**src/design/bpmfd_pkg.sv**
```systemverilog
// ----------------------------------------------------------------------------
// bpmfd_pkg
// Shared types and constants for the blood pressure monitor frame decoder.
// ----------------------------------------------------------------------------
package bpmfd_pkg;

  // Request kinds on the input channel.
  localparam logic REQ_BYTE = 1'b0;
  localparam logic REQ_TICK = 1'b1;

  // Result status codes.
  localparam logic [1:0] STATUS_TAKEN = 2'd0;
  localparam logic [1:0] STATUS_FRAME = 2'd1;
  localparam logic [1:0] STATUS_ERROR = 2'd2;

  localparam int unsigned POS_W = 5;
  localparam int unsigned PRESSURE_W = 10;
  localparam int unsigned TIMEOUT_W = 16;

  typedef logic [POS_W-1:0] pos_t;
  typedef logic [PRESSURE_W-1:0] pressure_t;

  // Frame positions with a meaning of their own.
  localparam pos_t POS_HDR0 = 5'd1;
  localparam pos_t POS_HDR1 = 5'd2;
  localparam pos_t POS_HDR2 = 5'd3;
  localparam pos_t POS_HDR3 = 5'd4;
  localparam pos_t POS_RD0 = 5'd12;
  localparam pos_t POS_RD1 = 5'd14;
  localparam pos_t POS_RD2 = 5'd16;
  localparam pos_t POS_RD3 = 5'd18;
  localparam pos_t FRAME_LEN = 5'd20;

  // Header pattern that marks a device error.
  localparam logic [7:0] ERR_HDR0 = 8'd10;
  localparam logic [7:0] ERR_HDR1 = 8'd11;
  localparam logic [7:0] ERR_HDR2 = 8'd2;
  localparam logic [7:0] ERR_HDR3 = 8'd3;

  localparam logic [TIMEOUT_W-1:0] TIMEOUT_RESET = 16'd7000;
  localparam pressure_t PRESSURE_MAX = 10'd999;

endpackage

```
**src/design/bpmfd_pressure.sv**
```systemverilog
// ----------------------------------------------------------------------------
// bpmfd_pressure
// Builds one pressure reading from a hundreds nibble and a byte that holds
// the tens and units nibbles, saturating at 999.
// ----------------------------------------------------------------------------
module bpmfd_pressure
  import bpmfd_pkg::*;
(
  input  logic [3:0] hundreds,
  input  logic [7:0] tens_units,
  output pressure_t  pressure
);

  logic [10:0] sum;

  // Nibbles above nine are taken at face value, so the sum can reach 1665.
  assign sum = ({7'd0, hundreds} * 11'd100)
             + ({7'd0, tens_units[7:4]} * 11'd10)
             + {7'd0, tens_units[3:0]};

  assign pressure = (sum > {1'b0, PRESSURE_MAX}) ? PRESSURE_MAX : sum[PRESSURE_W-1:0];

endmodule

```
**src/design/bp_monitor_frame_decoder.sv**
```systemverilog
// ----------------------------------------------------------------------------
// bp_monitor_frame_decoder
// Decodes the 20-byte frame of a blood pressure monitor from sniffed bytes
// and millisecond ticks.
// ----------------------------------------------------------------------------
// A byte or tick is decoded against the frame state in the cycle it is
// accepted, and a byte's result appears in the output register on the next
// cycle. One request per cycle is accepted as long as the output register
// is empty or being emptied; ticks give no result.
// The timeout register may be written at any time the block is idle and
// takes effect on the next byte. Frames restart after byte 20, after a device
// error header (10, 11, 2, 3), and when more than timeout_ms ticks passed
// since the previous byte.
module bp_monitor_frame_decoder
  import bpmfd_pkg::*;
#(
  parameter int unsigned IDLE_COUNTER_WIDTH = 16
) (
  input  logic                 clk,
  input  logic                 rst,
  input  logic                 cfg_wr_en,
  input  logic [TIMEOUT_W-1:0] cfg_wr_data,
  input  logic                 in_valid,
  output logic                 in_stall,
  input  logic                 req_type,
  input  logic [7:0]           rx_byte,
  output logic                 out_valid,
  input  logic                 out_stall,
  output logic [1:0]           status,
  output logic                 timed_out,
  output pos_t                 byte_position,
  output pressure_t            systolic,
  output pressure_t            diastolic,
  output logic [7:0]           pulse
);

  localparam int unsigned CMP_W =
    (IDLE_COUNTER_WIDTH > TIMEOUT_W) ? IDLE_COUNTER_WIDTH : TIMEOUT_W;

  logic [TIMEOUT_W-1:0]          timeout_ms;
  pos_t                          byte_count;
  pos_t                          byte_count_next;
  logic [IDLE_COUNTER_WIDTH-1:0] idle_ms;
  logic [7:0]                    header_bytes [3];
  logic [7:0]                    reading_bytes [4];

  logic      in_fire;
  logic      byte_fire;
  logic      out_fire;
  logic      tmo;
  pos_t      pos;
  logic [1:0] status_next;
  logic      frame_done;
  pressure_t sys_value;
  pressure_t dia_value;

  assign out_fire  = out_valid && !out_stall;
  assign in_stall  = out_valid && out_stall;
  assign in_fire   = in_valid && !in_stall;
  assign byte_fire = in_fire && (req_type == REQ_BYTE);

  assign tmo = CMP_W'(idle_ms) > CMP_W'(timeout_ms);
  assign pos = (tmo ? '0 : byte_count) + 5'd1;

  always_comb begin
    status_next     = STATUS_TAKEN;
    byte_count_next = pos;
    unique case (pos)
      POS_HDR3: begin
        if (header_bytes[0] == ERR_HDR0 && header_bytes[1] == ERR_HDR1 &&
            header_bytes[2] == ERR_HDR2 && rx_byte == ERR_HDR3) begin
          status_next     = STATUS_ERROR;
          byte_count_next = '0;
        end
      end
      FRAME_LEN: begin
        status_next     = STATUS_FRAME;
        byte_count_next = '0;
      end
      default: begin
        if (pos > FRAME_LEN) begin
          byte_count_next = '0;
        end
      end
    endcase
  end

  assign frame_done = (status_next == STATUS_FRAME);

  bpmfd_pressure u_sys (
    .hundreds   (reading_bytes[0][7:4]),
    .tens_units (reading_bytes[1]),
    .pressure   (sys_value)
  );

  bpmfd_pressure u_dia (
    .hundreds   (reading_bytes[0][3:0]),
    .tens_units (reading_bytes[2]),
    .pressure   (dia_value)
  );

  always_ff @(posedge clk) begin
    if (rst) begin
      timeout_ms <= TIMEOUT_RESET;
    end else if (cfg_wr_en) begin
      timeout_ms <= cfg_wr_data;
    end
  end

  always_ff @(posedge clk) begin
    if (rst) begin
      byte_count <= '0;
      idle_ms    <= '0;
    end else if (in_fire) begin
      if (req_type == REQ_TICK) begin
        if (idle_ms != '1) begin
          idle_ms <= idle_ms + 1'b1;
        end
      end else begin
        idle_ms    <= '0;
        byte_count <= byte_count_next;
      end
    end
  end

  // Header and reading bytes are always written earlier in the same frame
  // than the position that reads them, so they need no reset.
  always_ff @(posedge clk) begin
    if (byte_fire) begin
      case (pos)
        POS_HDR0: header_bytes[0] <= rx_byte;
        POS_HDR1: header_bytes[1] <= rx_byte;
        POS_HDR2: header_bytes[2] <= rx_byte;
        POS_RD0:  reading_bytes[0] <= rx_byte;
        POS_RD1:  reading_bytes[1] <= rx_byte;
        POS_RD2:  reading_bytes[2] <= rx_byte;
        POS_RD3:  reading_bytes[3] <= rx_byte;
        default: ;
      endcase
    end
  end

  always_ff @(posedge clk) begin
    if (rst) begin
      out_valid <= 1'b0;
    end else if (byte_fire) begin
      out_valid <= 1'b1;
    end else if (out_fire) begin
      out_valid <= 1'b0;
    end
  end

  always_ff @(posedge clk) begin
    if (byte_fire) begin
      status        <= status_next;
      timed_out     <= tmo;
      byte_position <= pos;
      systolic      <= frame_done ? sys_value : '0;
      diastolic     <= frame_done ? dia_value : '0;
      pulse         <= frame_done ? reading_bytes[3] : 8'd0;
    end
  end

`ifndef SYNTHESIS
  // A device error is only ever recognized on the fourth byte.
  a_error_pos: assert property (@(posedge clk) disable iff (rst)
    (out_valid && status == STATUS_ERROR) |-> (byte_position == POS_HDR3))
    else $error("device error reported away from byte 4");

  // Readings are zero except on a completed frame.
  a_readings_zero: assert property (@(posedge clk) disable iff (rst)
    (out_valid && status != STATUS_FRAME) |->
      (systolic == '0 && diastolic == '0 && pulse == 8'd0))
    else $error("readings nonzero outside a completed frame");

  // Pressures saturate at 999.
  a_pressure_max: assert property (@(posedge clk) disable iff (rst)
    out_valid |-> (systolic <= PRESSURE_MAX && diastolic <= PRESSURE_MAX))
    else $error("pressure above saturation limit");

  // A byte clears the idle counter and always leaves a result behind.
  a_byte_effect: assert property (@(posedge clk) disable iff (rst)
    byte_fire |=> (out_valid && idle_ms == '0))
    else $error("accepted byte did not clear idle time or give a result");
`endif

endmodule

```
**config.mk**
```make
export PLATFORM = sky130hd
export DESIGN_NAME = bp_monitor_frame_decoder
export DESIGN_NICKNAME = d
export VERILOG_FILES = /design/src/design/bpmfd_pkg.sv /design/src/design/bpmfd_pressure.sv /design/src/design/bp_monitor_frame_decoder.sv
export SDC_FILE = /design/constraint.sdc
export NUM_CORES = 1
export LEC_CHECK = 0
export BUFFER_PORTS_ARGS = -buffer_cell sky130_fd_sc_hd__buf_2
export CORE_ASPECT_RATIO = 0.7
export CORE_MARGIN = 2
export CORE_UTILIZATION = 60
export DETAILED_ROUTE_END_ITERATION = 8
export PLACE_DENSITY_LB_ADDON = 0.2
export SYNTH_ARGS = -nofsm -noshare
export SYNTH_HDL_FRONTEND = slang
export SYNTH_SLANG_ARGS = --single-unit
```
**constraint.sdc**
```tcl
create_clock -name clk -period 11.3 [get_ports clk]
set_input_delay 2.26 -clock clk [delete_from_list [all_inputs] [get_ports clk]]
set_output_delay 2.26 -clock clk [all_outputs]
set_load 0.05 [all_outputs]
```
==> out/metrics.yaml <==
outcome: "finished, final reports clean"
synth-async-reset-ratio_pct: 0
fin_util_pct: 72.0
start_kind: "input port"
hpwl_um: 9910
grt_pass1_wl_um: 22800
antenna_found_initial: 0
p_per_area_mw_per_mm2: 143
grt_usage_pct: 24.0
clkTransAtPathRegs_ns: 0.06
max_slew_margin_pct: 45.6
route.met2.wl_um: 5970
reg2reg_depth: 15
gp_congestion: 0.860
critical_path_required_ns: 9.04
vias: 4799
clock_latency_ns: 0.43
synth_seq_cells: 130
n_antenna_cell: 0
arrival_ns: 2.75
placed_cell_area_mm2: 0.00741
cts_setup_buffers: 0
crit_type: "input port to output pin"
wl_met3_um: 779
synth_area_leader_cell: "edfxtp_1"
numCtsBuffers: 17
ys_top_cells_by_area: "edfxtp_1 40%, ha_1 13%, dfxtp_1 11%"
syn_area_mm2: 0.00695
syn_nets: 713
cp.depth: 4
max_clock_freq_mhz: 200
fin_setup_tns_ns: 0
core_mm2: 0.0111
wl_per_cell_um: 16.5
period_minus_slack_ns: 5.01
viasPerCell: 5.70
clk_path_buf_depth: 2
drcViolationCount: 0
cts_tree: "built"
synth_edf_count: 92
netlist_instances: 601
yosys.area.top_type_share_pct: 39.8
period_share_pct: 44.3
die_height_um: 94.0
grt_max_degree: 40
initial_core_util_pct: 62.4
r2r_start: "idle_ms[7]$_SDFFE_PP0P_"
reg2reg_to: "reading_bytes[3][0]$_DFFE_PP_"
crit_fanout: 4
peakVddDrop_uv: 126
layout_common_cells: "92 x edfxtp_1, 72 x ha_1, 67 x buf_2"
synthFlopType: "edfxtp_1"
die-area_mm2: 0.0125
cts_sinks: 130
ant_nets: 0
setup.worst_path.start: "out_stall"
rsz0062_at_grt: "no"
die_w_um: 133
multi_input_area_mm2: 0.00313
final_common_cell: "edfxtp_1"
final_layout_size_suffix_gt1_share_pct: 17.1
firstDrtPassIters: 5
hold_buffers: 0
final_nets: 788
hold_violations: 0
rows: 32
end_kind: "output pin"
critical-path-top-delay-family: "buffers and inverters"
numPortBuffers: 67
tightest_slew_ns: 0.809
synth_cell_types: 63
root_buffer: "clkbuf_16"
seqCellArea_mm2: 0.00352
syn_area_per_cell_um2: 11.6
p_leak_nw: 3.39
num_io_pins: 68
path_common_cell: "buf_2"
r2r_setup_slack_ns: 6.70
grt-ovfl-total: 0
cp_num_buf_inv: 3
finalSetupViolCount: 0
routed_wl_um: 13900
grt_pass1_vias: 4665
synth_warnings: 0
h-tree-depth: 4
wl_met1_um: 6910
cp-endpoint: "in_stall"
power.total_w: 0.00115
hold_path.class: "flip-flop to flip-flop"
ctsResizeCount: 0
maxCapViolCount: 0
fillCellCount: 792
crit_chain: "buf_2, nand2_1, inv_1, buf_2"
cpPeakStageDelay_ns: 0.25
area_growth_pct: 15.4
drv_slew: 0
synth-seq-area-share_pct: 50.7
drtIter0Drc: 336
top_layer_used: "met4"
slowest_stage: "buf_2"
skew_ns: 0.00819
fin_area_mm2: 0.00802
==> through the flow <==
| stage | cells | setup WS, ns | hold WS [ns] |
|---|---|---|---|
| 4_1_cts | 842 | 6.29 | 0.500 |
| 3_3_place_gp | 810 | 6.29 | 0.477 |
| 6_report | 842 | 6.29 | 0.495 |
| 3_5_place_dp | 810 | 6.29 | 0.485 |
| 2_1_floorplan | 601 | 6.34 | 0.460 |
| 5_1_grt | 842 | 6.24 | 0.519 |
==> final cells by class <==
class	count	area share, %
clock inverters	15	2.32
well taps	153	2.39
inverters	59	2.76
flip-flops and latches	130	43.9
multi-input cells	400	39.0
repair buffers	68	4.28
clock buffers	17	5.31
==> flip-flops by register name (all words and copies together) (netlist names) <==
name,cells
timed_out,1
diastolic,10
byte_count,5
status,2
reading_bytes,32
idle_ms,16
out_valid,1
byte_position,5
pulse,8
systolic,10
header_bytes,24
timeout_ms,16
==> layer usage <==
metal / vias up / track usage, %
met5: - / 0
met1: 2304 / 34.0
met2: 151 / 35.8
met3: 22 / 6.63
met4: 0 / 7.89
li1: 2322 / -
==> worst min path at each step <==
stage | to | from | depth (start not counted)
CTS | timeout_ms[5]$_SDFFE_PP0P_ | timeout_ms[5]$_SDFFE_PP0P_ | 2
floorplan | timeout_ms[10]$_SDFFE_PP0P_ | timeout_ms[10]$_SDFFE_PP0P_ | 2
global placement | timeout_ms[5]$_SDFFE_PP0P_ | timeout_ms[5]$_SDFFE_PP0P_ | 2
global route | timeout_ms[11]$_SDFFE_PP1P_ | timeout_ms[11]$_SDFFE_PP1P_ | 2
finish | timeout_ms[4]$_SDFFE_PP1P_ | timeout_ms[4]$_SDFFE_PP1P_ | 2
detailed placement | timeout_ms[5]$_SDFFE_PP0P_ | timeout_ms[5]$_SDFFE_PP0P_ | 2
==> cell families after synthesis <==
family                   after synthesis  synth area share, %
flip-flops                           130                 50.7
AO/OA/AOI/OAI                        100                 10.0
buffers and inverters                 71                 4.28
AND/OR/NAND/NOR                      169                 12.8
multiplexers                          11                 1.60
adder cells (fa/ha/maj)               82                 15.8
XOR/XNOR                              38                 4.79
==> cells in the mapped netlist (4+ instances only) <==
| library cell | n |
|---|---|
| ha_1 | 72 |
| o211ai_1 | 10 |
| clkbuf_1 | 6 |
| nand3_1 | 10 |
| xor2_1 | 19 |
| xnor2_1 | 19 |
| and2_1 | 12 |
| nor4b_1 | 5 |
| nand4_1 | 13 |
| a31oi_1 | 4 |
| a21o_1 | 6 |
| nand2_1 | 27 |
| o21ai_0 | 14 |
| edfxtp_1 | 92 |
| a211oi_1 | 5 |
| a21oi_1 | 31 |
| nor3_1 | 9 |
| inv_1 | 58 |
| mux2i_1 | 10 |
| dfxtp_1 | 38 |
| o21a_1 | 7 |
| nor2_1 | 60 |
| nor4_1 | 6 |
| fa_1 | 10 |
==> worst reg2reg max path, stage by stage (launching register included) <==
cell,delay [ns]
dfxtp_1,0.48
ha_1,0.32
a21oi_1,0.14
o21ai_0,0.13
and2_2,0.24
or4_4,0.60
nand2_4,0.13
nand2_1,0.15
inv_1,0.14
ha_1,0.37
nand3_1,0.14
xnor2_1,0.21
o21ai_0,0.28
inv_1,0.14
o21ai_0,0.21
nor2_1,0.55
==> report_power, final <==
part           internal, W  total [W]  switching [W]
combinational    0.0000184  0.0000648      0.0000464
sequential        0.000522   0.000526     0.00000437
clock             0.000318   0.000556       0.000238
total             0.000858    0.00115       0.000289
Note: power is estimated with default switching activity, not from simulation.
